**src/rtl/clcd_pkg.sv**
```systemverilog
// Shared types, codes and constant tables for the character LCD write sequencer.
// Depends on nothing; every other file in rtl imports it.
package clcd_pkg;

  // Width of the elapsed-tick counter and its saturation value.
  localparam int WAIT_BITS = 24;
  localparam logic [WAIT_BITS-1:0] WAIT_MASK = {WAIT_BITS{1'b1}};

  // Widths of a wait in microseconds and of ticks per microsecond.
  localparam int US_W   = 14;
  localparam int TPU_W  = 8;
  localparam int PROD_W = US_W + TPU_W;

  // Fixed waits in microseconds.
  localparam logic [US_W-1:0] POWERUP_US = 14'd15000;
  localparam logic [US_W-1:0] GAP_LONG_US  = 14'd5000;
  localparam logic [US_W-1:0] GAP_SHORT_US = 14'd160;
  localparam logic [US_W-1:0] GAP_CLEAR_US = 14'd1600;

  // Sequencer phases.
  typedef enum logic [2:0] {
    PH_POWERUP,
    PH_SETUP,
    PH_HIGH,
    PH_SETTLE,
    PH_GAP,
    PH_IDLE
  } phase_t;

  // Sequence step codes.
  localparam logic [3:0] STEP_INIT_FIRST = 4'd0;
  localparam logic [3:0] STEP_INIT_2     = 4'd1;
  localparam logic [3:0] STEP_INIT_3     = 4'd2;
  localparam logic [3:0] STEP_INIT_LAST  = 4'd6;
  localparam logic [3:0] STEP_NONE       = 4'd7;
  localparam logic [3:0] STEP_CLR_A      = 4'd8;
  localparam logic [3:0] STEP_CLR_B      = 4'd9;

  // Request kinds.
  localparam logic [1:0] KIND_TICK    = 2'd0;
  localparam logic [1:0] KIND_COMMAND = 2'd1;
  localparam logic [1:0] KIND_CHAR    = 2'd2;
  localparam logic [1:0] KIND_CLEAR   = 2'd3;

  // Configuration register indexes.
  localparam logic [1:0] REG_TICKS_PER_US = 2'd0;
  localparam logic [1:0] REG_PULSE_US     = 2'd1;
  localparam logic [1:0] REG_SETTLE_US    = 2'd2;

  // Panel command bytes.
  localparam logic [7:0] CMD_WAKE     = 8'h30;
  localparam logic [7:0] CMD_FUNC_SET = 8'h38;
  localparam logic [7:0] CMD_SHIFT    = 8'h10;
  localparam logic [7:0] CMD_DISP_ON  = 8'h0C;
  localparam logic [7:0] CMD_ENTRY    = 8'h06;
  localparam logic [7:0] CMD_CLEAR    = 8'h01;
  localparam logic [7:0] CMD_HOME     = 8'h02;

  // Timing configuration as one bundle.
  typedef struct packed {
    logic [TPU_W-1:0] ticks_per_us;
    logic [7:0]       pulse_us;
    logic [11:0]      settle_us;
  } timing_cfg_t;

  // Timer status returned to the sequencer.
  typedef struct packed {
    logic                 expired;
    logic [WAIT_BITS-1:0] count_inc;
  } timer_stat_t;

  // Byte sent at each power-up step.
  function automatic logic [7:0] init_byte(input logic [3:0] step);
    logic [7:0] b;
    case (step)
      4'd3:    b = CMD_FUNC_SET;
      4'd4:    b = CMD_SHIFT;
      4'd5:    b = CMD_DISP_ON;
      4'd6:    b = CMD_ENTRY;
      default: b = CMD_WAKE;
    endcase
    return b;
  endfunction

  // Gap after a byte's settle time, zero where there is none.
  function automatic logic [US_W-1:0] gap_us(input logic [3:0] step);
    logic [US_W-1:0] g;
    case (step)
      STEP_INIT_FIRST: g = GAP_LONG_US;
      STEP_INIT_2:     g = GAP_SHORT_US;
      STEP_INIT_3:     g = GAP_SHORT_US;
      STEP_CLR_A:      g = GAP_CLEAR_US;
      STEP_CLR_B:      g = GAP_CLEAR_US;
      default:         g = '0;
    endcase
    return g;
  endfunction

endpackage

```
**src/rtl/char_lcd_write_sequencer_core.sv**
```systemverilog
// Character LCD write sequencer: init, byte writes and clears on an 8-bit panel.
// Depends on clcd_pkg and instantiates clcd_wait_timer.
//
// Usage:
//   Every request on the input channel (kind, byte_value) is one timing tick,
//   and each produces exactly one result on the output channel carrying the
//   panel pin levels for that tick (bus_data, reg_select, enable_pin) with the
//   ready_res and dropped flags. A command, character or clear request taken
//   while the block is busy is dropped and flagged; a plain tick never is.
//   The result appears in the cycle after acceptance. Throughput
//   is one request per cycle: in_ready stays high while the output register is
//   empty or being emptied, so the sequencer state and the single output
//   register set the rate. When the receiver stalls, in_ready falls and the
//   sequencer holds, since time only advances with accepted requests.
//   Timing registers are written on the cfg channel (index 0 ticks_per_us,
//   1 pulse_us, 2 settle_us; index 3 ignored), and cfg_ready is always high.
//   Synchronous reset restores the register defaults, empties the output
//   register and restarts the power-up sequence from its 15 ms wait.
module char_lcd_write_sequencer_core (
  input  logic        clk,
  input  logic        rst,
  input  logic        in_valid,
  output logic        in_ready,
  input  logic [1:0]  kind,
  input  logic [7:0]  byte_value,
  output logic        out_valid,
  input  logic        out_ready,
  output logic [7:0]  bus_data,
  output logic        reg_select,
  output logic        enable_pin,
  output logic        ready_res,
  output logic        dropped,
  input  logic        cfg_valid,
  output logic        cfg_ready,
  input  logic [1:0]  cfg_index,
  input  logic [11:0] cfg_data
);
  import clcd_pkg::*;

  timing_cfg_t          cfg;
  phase_t               phase, phase_next, phase_req;
  logic [WAIT_BITS-1:0] wait_count, wait_count_next, count_req;
  logic [3:0]           seq_step, seq_step_next, step_req;
  logic [7:0]           held_byte, held_byte_next, byte_req;
  logic                 held_rs, held_rs_next, rs_req;
  logic                 drop_req;
  logic                 accept;
  timer_stat_t          tstat;

  assign cfg_ready = 1'b1;
  assign in_ready  = !out_valid || out_ready;
  assign accept    = in_valid && in_ready;

  // Configuration registers.
  always_ff @(posedge clk) begin
    if (rst) begin
      cfg.ticks_per_us <= 8'd50;
      cfg.pulse_us     <= 8'd6;
      cfg.settle_us    <= 12'd40;
    end else if (cfg_valid) begin
      unique case (cfg_index)
        REG_TICKS_PER_US: cfg.ticks_per_us <= cfg_data[7:0];
        REG_PULSE_US:     cfg.pulse_us     <= cfg_data[7:0];
        REG_SETTLE_US:    cfg.settle_us    <= cfg_data;
        default:          ;
      endcase
    end
  end

  // Take the request first: it may start a write from idle.
  always_comb begin
    phase_req = phase;
    count_req = wait_count;
    step_req  = seq_step;
    byte_req  = held_byte;
    rs_req    = held_rs;
    drop_req  = 1'b0;
    if (kind != KIND_TICK) begin
      if (phase != PH_IDLE) begin
        drop_req = 1'b1;
      end else if (kind == KIND_CLEAR) begin
        step_req  = STEP_CLR_A;
        byte_req  = CMD_CLEAR;
        rs_req    = 1'b0;
        phase_req = PH_SETUP;
        count_req = '0;
      end else begin
        step_req  = STEP_NONE;
        byte_req  = byte_value;
        rs_req    = (kind == KIND_CHAR);
        phase_req = PH_SETUP;
        count_req = '0;
      end
    end
  end

  clcd_wait_timer u_timer (
    .phase      (phase_req),
    .seq_step   (step_req),
    .cfg        (cfg),
    .wait_count (count_req),
    .stat       (tstat)
  );

  // Next state: advance the elapsed count and move on when the phase ends.
  always_comb begin
    phase_next      = phase_req;
    wait_count_next = count_req;
    seq_step_next   = step_req;
    held_byte_next  = byte_req;
    held_rs_next    = rs_req;
    if (phase_req != PH_IDLE) begin
      wait_count_next = tstat.count_inc;
      if (tstat.expired) begin
        wait_count_next = '0;
        unique case (phase_req)
          PH_POWERUP: begin
            seq_step_next  = STEP_INIT_FIRST;
            held_byte_next = init_byte(STEP_INIT_FIRST);
            held_rs_next   = 1'b0;
            phase_next     = PH_SETUP;
          end
          PH_SETUP:  phase_next = PH_HIGH;
          PH_HIGH:   phase_next = PH_SETTLE;
          PH_SETTLE, PH_GAP: begin
            if (phase_req == PH_SETTLE && gap_us(step_req) != '0) begin
              phase_next = PH_GAP;
            end else if (step_req < STEP_INIT_LAST) begin
              // Next byte of the power-up sequence.
              seq_step_next  = step_req + 4'd1;
              held_byte_next = init_byte(step_req + 4'd1);
              held_rs_next   = 1'b0;
              phase_next     = PH_SETUP;
            end else if (step_req == STEP_CLR_A) begin
              // Second half of a clear returns the cursor home.
              seq_step_next  = STEP_CLR_B;
              held_byte_next = CMD_HOME;
              held_rs_next   = 1'b0;
              phase_next     = PH_SETUP;
            end else begin
              seq_step_next = STEP_NONE;
              phase_next    = PH_IDLE;
            end
          end
          default: phase_next = PH_IDLE;
        endcase
      end
    end
  end

  // Sequencer state registers.
  always_ff @(posedge clk) begin
    if (rst) begin
      phase      <= PH_POWERUP;
      wait_count <= '0;
      seq_step   <= STEP_INIT_FIRST;
      held_byte  <= '0;
      held_rs    <= 1'b0;
    end else if (accept) begin
      phase      <= phase_next;
      wait_count <= wait_count_next;
      seq_step   <= seq_step_next;
      held_byte  <= held_byte_next;
      held_rs    <= held_rs_next;
    end
  end

  // Output register: pin levels seen after the request is taken.
  always_ff @(posedge clk) begin
    if (rst) begin
      out_valid <= 1'b0;
    end else if (accept) begin
      out_valid <= 1'b1;
    end else if (out_ready) begin
      out_valid <= 1'b0;
    end
  end

  always_ff @(posedge clk) begin
    if (accept) begin
      bus_data   <= byte_req;
      reg_select <= rs_req;
      enable_pin <= (phase_req == PH_HIGH);
      ready_res  <= (phase_req == PH_IDLE);
      dropped    <= drop_req;
    end
  end

endmodule

```
**src/rtl/clcd_wait_timer.sv**
```systemverilog
// Wait length and expiry check for the current phase of the sequencer.
// Depends on clcd_pkg for the phase type, timing bundle and fixed waits.
module clcd_wait_timer (
  input  clcd_pkg::phase_t               phase,
  input  logic [3:0]                     seq_step,
  input  clcd_pkg::timing_cfg_t          cfg,
  input  logic [clcd_pkg::WAIT_BITS-1:0] wait_count,
  output clcd_pkg::timer_stat_t          stat
);
  import clcd_pkg::*;

  localparam int CMP_W = (PROD_W > WAIT_BITS) ? PROD_W : WAIT_BITS;

  logic [US_W-1:0]      phase_us;
  logic [PROD_W-1:0]    prod;
  logic [WAIT_BITS-1:0] target;
  logic [WAIT_BITS-1:0] count_inc;

  // Length of the current phase in microseconds.
  always_comb begin
    unique case (phase)
      PH_POWERUP: phase_us = POWERUP_US;
      PH_SETUP:   phase_us = US_W'(cfg.pulse_us);
      PH_HIGH:    phase_us = US_W'(cfg.pulse_us);
      PH_SETTLE:  phase_us = US_W'(cfg.settle_us);
      PH_GAP:     phase_us = gap_us(seq_step);
      default:    phase_us = '0;
    endcase
  end

  // Scale to ticks and saturate to what the counter can hold.
  assign prod = PROD_W'(phase_us) * PROD_W'(cfg.ticks_per_us);

  always_comb begin
    if (CMP_W'(prod) > CMP_W'(WAIT_MASK)) begin
      target = WAIT_MASK;
    end else begin
      target = WAIT_BITS'(prod);
    end
  end

  // Count one more tick, holding at the top.
  always_comb begin
    if (wait_count != WAIT_MASK) begin
      count_inc = wait_count + 1'b1;
    end else begin
      count_inc = wait_count;
    end
  end

  assign stat.count_inc = count_inc;
  assign stat.expired   = (count_inc >= target);

endmodule
```
**config.mk**
```make
export PLATFORM = sky130hd
export DESIGN_NAME = char_lcd_write_sequencer_core
export DESIGN_NICKNAME = d
export VERILOG_FILES = /design/src/rtl/clcd_pkg.sv /design/src/rtl/char_lcd_write_sequencer_core.sv /design/src/rtl/clcd_wait_timer.sv
export SDC_FILE = /design/constraint.sdc
export NUM_CORES = 1
export LEC_CHECK = 0
export BUFFER_PORTS_ARGS = -buffer_cell sky130_fd_sc_hd__clkbuf_2
export CAP_MARGIN = 20
export CORE_ASPECT_RATIO = 1.2
export CORE_UTILIZATION = 40
export DETAILED_ROUTE_END_ITERATION = 8
export PLACE_DENSITY = 0.57
export SYNTH_ARGS = -nofsm -noshare
export SYNTH_HDL_FRONTEND = slang
export SYNTH_SLANG_ARGS = --single-unit
```
**constraint.sdc**
```tcl
create_clock -name clk -period 20.3 [get_ports clk]
set_clock_uncertainty 0.15 [all_clocks]
set_input_delay 4.06 -clock clk [delete_from_list [all_inputs] [get_ports clk]]
set_output_delay 4.06 -clock clk [all_outputs]
set_load 0.01 [all_outputs]
```
### Word level (Yosys, flattened, before mapping)

Index checks and enable logic that the tools add are counted.

* register bits after elaboration: 81
* bits in latches: 0
* bits in writable memories: 0
* bits in read-only memories: 0
* input bits: 29
* output and inout bits: 15
* word-level logic and storage cells: 105
* memories: 0

* $add $sub $neg: 2
* multipliers: 1
* divide/modulo/power cells: 0
* $lt $le $gt $ge: 2
* equality and inequality tests: 20
* shifts and indexed selects: 0
* mux-type cells: 49
* bitwise logic cells: 0
* reductions and logical operators: 17

Operators with widths (number)
* $mux 24: 5
* $mux 8: 8
* $pmux 14 s4: 1
* $mux 14: 3
* $pmux 13 s3: 1
* $mux 4: 8
* $add 24x1->24 const B: 1
* $ge 24x22->1: 1
* $ne 24x24->1 const B: 1
* $pmux 6 s4: 1
* $mul 14x8->22: 1
* $mux 3: 7
* $pmux 8 s2: 1
* $reduce_bool 14->1: 1
* $eq 4x3->1 const B: 3
* $pmux 3 s4: 1
* $mux 1: 11
* $eq 4x2->1 const B: 2
* $eq 4x4->1 const B: 2
* $pmux 4 s2: 1
* $reduce_or 2->1: 4
* $eq 2x2->1 const B: 3
* $eq 3x2->1 const B: 2
* $eq 3x3->1 const B: 2
* other kinds (15): 20

### Logic depth before layout (Yosys ltp)

* word-level depth: 18
* depth in mapped cells: 38

### By module

From an unflattened synthesis, not the netlist that was laid out.

* cell total of the unflattened synthesis: 1067
* area, all modules: 8790.9 um^2

By module, submodules not included
* clcd_wait_timer: instances 1, cells each 614, area an instance 4922.2 um^2, sequential area each 0.0 um^2
* char_lcd_write_sequencer_core: instances 1, cells each 453, area an instance 3868.7 um^2, sequential area each 1741.7 um^2

### Least setup slack after synthesis

OpenSTA, ideal clock, no wires.

* path kind: input -> register
* from: input port kind[1]
* to: register held_byte[2]
* library setup time: 91 ps
* arrival time: 12071 ps
* setup slack: 7989 ps
* stages on the path: 35
* path through: xor2_1 -> and2_1 -> clkbuf_1 -> a21oi_1 -> inv_1 -> ha_1 -> or2_2 -> and3_1 -> a221oi_1 -> nor2b_1 -> fa_1 -> inv_1 -> fa_1 -> inv_1 -> fa_1 -> inv_1 -> fa_1 -> inv_1 -> ha_1 -> or3_1 -> a21o_1 -> nand2_1 -> a211oi_1 -> a2111oi_0 -> a21oi_1 -> xnor2_1 -> ha_1 -> nand4_1 -> nor2_1 -> o211ai_1 -> a2bb2oi_1 -> and3_1 -> buf_2 -> or4_1 -> a311oi_1

* cells in the longest elaborated chain, start to end: 16
* elaborated cells on any way between the ends: 50
* those cells by class: 2 x add/sub; 1 x mul; 2 x order compare; 15 x eq/ne; 21 x mux; 9 x reduce/logical

Ends and longest elaborated chain
* start, declared: RTL line char_lcd_write_sequencer_core.sv:24 `input logic [1:0] kind,`
* branches (longest 15 deep; another with $ge 24x22->1)
* $mux 8 *: RTL line char_lcd_write_sequencer_core.sv:112 `if (phase_req != PH_IDLE) begin`
* end signal, assigned: RTL line char_lcd_write_sequencer_core.sv:163 `held_byte <= held_byte_next;`
* end, declared: RTL line char_lcd_write_sequencer_core.sv:44 `logic [7:0] held_byte, held_byte_next, byte_req;`

Mark *: on every way between the ends. The select of a mux whose other input is x is not followed.
A chain may end at the register's enable or synchronous reset.

### Worst setup path after layout

Ends and elaborated chain as after synthesis.

==> results by group <==
Detailed routing
  – Mean number of vias per cell: 5.376
  – 1st-pass router iterations: 5
  – Iteration-0 DRC Markers: 365
  – DRC errors left: 0
  – Antenna viol nets, final: 0
  – Wire per inst: 16.17 um
  – Final WL: 21170 um
  – DR vias: 7037

Timing
  – Final setup fails: 0
  – Setup tns final: 0 ns
  – Final Slew Violations: 0
  – RSZ-0062 raised after global routing: no
  – Period minus WS final: 13.24 ns
  – Max frequency: 75.52 MHz
  – Max-slew headroom: 0.2904
  – Final Cycle Share: 0.6523
  – Worst-margin pin slew: 1.064 ns
  – Final Hold Vio Count: 0
  – PnR worst setup slack: 7.058 ns
  – Minimum hold slack: 0.3038 ns

Final layout
  – Design Area, Final: 9274 sq um
  – Layout fillers: 2092
  – # nets final: 1206
  – Layout cells sized above 1: 0.08470
  – Diode count: 0
  – P&R area growth vs syn: 9.128%

Global routing
  – Overall Global Routing Usage: 0.2069
  – Initial antenna violation count: 0
  – Largest net degree at the start of global routing: 71
  – Vias in the first global route: 6997
  – GR Overflow Total: 0
  – First-pass GRT wire length: 35890 um

CTS
  – # Post-CTS Setup Buffers: 0
  – Root buffer cell: clkbuf_16
  – Clk sinks: 81
  – Num CTS Buffers: 9
  – CTS-repair resized insts: 0
  – Clk Latency, worst-skew pair: 0.36 ns
  – CTS tree: yes
  – Clock buffer depth: 2
  – Post-CTS Hold Buffers: 0
  – H-tree lvl count: 3
  – CTS clk-pin slew, worst paths: 0.07 ns

Placement
  – Port Buffers: 42
  – Placer Congestion: 0.8613
  – Placed Area: 8965 sq um
  – Final HPWL DP: 16120 um
  – Post-Place Setup Slack: 6.720 ns

Power and ir drop
  – Int Pwr: 0.3267 mW
  – Reg power frac: 0.339
  – Static Leak: 4.123 nW
  – Switch share: 0.3595
  – PD cells: 55.00 nW/um^2
  – Comb pwr share: 0.326
  – Maximum vdd ir drop: 39.04 uV
  – Clock Power Share: 0.335
  – Total power: 0.5101 mW
  – Sw power: 0.1834 mW

Worst setup path
  – CP Data Required Time: 20.41 ns
  – Top delay family on crit path: compound AO/OA/AOI/OAI gates
  – Crit end category: register
  – Worst Path Buf+Inv: 7
  – Slowest CP cell: a221oi_1
  – Crit path top cell by count: inv_1
  – Crit start category: input pin
  – Crit-path max FO: 34
  – WP depth: 35
  – Crit path largest cell delay: 0.85 ns
  – Crit path kind: input pin to register
  – CP arrival: 13.35 ns
  – Reg2Reg Depth: 35

Min path
  – WHS Path Cells: 2
  – Min-Delay Path Class: register to register

Floorplanning
  – Initial Util: 0.4066
  – Rows: 58
  – Placeable core area: 20900 sq um
  – Ports: 44
  – Die W: 135.1 um
  – DIE HEIGHT: 161.7 um
  – Die ar.: 21840 sq um

Yosys
  – Cell variety after synth: 72
  – Area fraction of the dominant cell type after synthesis: 0.1696
  – Gate Count Post-Synth: 1015
  – Post-synth EDFFs: 12
  – Fraction of registers with async set/reset: 0
  – Post-Syn Area per Cell: 8.373 sq um
  – Syn nets: 1187
  – Ys flop type: dfxtp_1
  – Top cell type by total area after synthesis: fa_1
  – Synth area leaders: fa_1 (17%), dfxtp_1 (16%), ha_1 (10%)
  – Sequential area share after synthesis: 0.2049
  – Mapped cell area: 8498 sq um
  – Yosys warns: 0
  – Register bit count reported by yosys: 81

Status
  – Outcome: finished clean

Flow run
  – Max_cap viols: 0
## final timing paths
check	slack (ns)	startpoint	end
setup reg to reg	10.04	phase[0]$_SDFFE_PP0P_	held_byte[2]$_SDFFE_PP0P_
hold reg to reg	0.30	held_byte[0]$_SDFFE_PP0P_	held_byte[0]$_SDFFE_PP0P_
hold / removal	0.30	held_byte[0]$_SDFFE_PP0P_	held_byte[0]$_SDFFE_PP0P_
setup / recovery	7.06	kind[1]	held_byte[2]$_SDFFE_PP0P_
## state kept, by name, indices dropped and copies added (netlist names)
| signal | flops |
|---|---|
| ready_res | 1 |
| reg_select | 1 |
| seq_step | 4 |
| held_rs | 1 |
| held_byte | 8 |
| bus_data | 8 |
| phase | 3 |
| cfg | 28 |
| wait_count | 24 |
| enable_pin | 1 |
| out_valid | 1 |
| dropped | 1 |
## layout by cell type, fill, tap and decap left out, types with 9 or more instances in the layout
master,n
inv_1,117
nand2_1,107
a21oi_1,75
fa_1,72
ha_1,71
dfxtp_1,69
and2_1,56
nor2_1,55
clkbuf_2,42
nor2b_1,40
nand3_1,34
xor2_1,22
o21ai_0,16
xnor2_1,15
buf_4,14
a22o_1,13
mux2i_1,13
nand4_1,12
a21o_1,12
edfxtp_1,12
nor3_1,9
a211o_1,9
o211ai_1,9
a211oi_1,9
clkbuf_16,9
## power groups by stage
| stage | Sequential, mW | Combinational, mW | Clock, mW |
|---|---|---|---|
| 2_1_floorplan | 0.174 | 0.132 | 0 |
| 3_3_place_gp | 0.177 | 0.167 | 0 |
| 3_5_place_dp | 0.177 | 0.167 | 0 |
| 4_1_cts | 0.173 | 0.168 | 0.174 |
| 5_1_grt | 0.174 | 0.195 | 0.180 |
| 6_report | 0.173 | 0.166 | 0.171 |
## area by class of cell
class	instances	area (sq um)	area share
Clock inverter	7	83.83	0.009039
Sequential cell	81	1742	0.1878
Clock buffer	9	225.2	0.02428
Inverter	118	442.9	0.04776
Tap cell	270	337.8	0.03643
Timing Repair Buffer	56	315.3	0.03400
Multi-Input combinational cell	768	6127	0.6607
## logic make-up after synthesis
kind of cell	Yosys count	synth area share
AO/OA/AOI/OAI	210	0.1698
buffers and inverters	166	0.07450
flip-flops	81	0.2049
AND/OR/NAND/NOR	363	0.2214
multiplexers	14	0.01664
other	1	0.0004413
adder cells (fa/ha/maj)	143	0.2741
XOR/XNOR	37	0.03813
## per-stage QoR
stage	util	std cells
finish	0.4437	1309
CTS	0.4437	1309
floorplan	-	1015
detailed placement	0.4289	1293
global placement	0.4289	1293
global route	0.4437	1309
## Yosys cell counts, types with 13 or more instances
| library cell | instances |
|---|---|
| xor2_1 | 22 |
| and2_1 | 56 |
| mux2i_1 | 13 |
| a21oi_1 | 75 |
| inv_1 | 117 |
| nor2_1 | 55 |
| ha_1 | 71 |
| xnor2_1 | 15 |
| o21ai_0 | 17 |
| nand3_1 | 34 |
| clkbuf_1 | 41 |
| fa_1 | 72 |
| nor2b_1 | 40 |
| nand2_1 | 107 |
| a22o_1 | 13 |
| dfxtp_1 | 69 |
## layer usage
layer  routed length, um  up-vias  track usage  share of wire
li1                    -     3497            -              -
met4                 608        0      0.07252          0.029
met5                   0        -            0              0
met1                9874     3393       0.2713           0.47
met2               10120      116       0.3510           0.48
met3                 568       31      0.02278          0.027
## tightest hold or removal path, delay by kind of cell, from the launching register on
family | cells | cell delay (ns)
and+or+nand+nor | 1 | 0.05
AOI/OAI and AO/OA | 1 | 0.05
DFF | 1 | 0.31
Power figures use the tool's default switching activity.
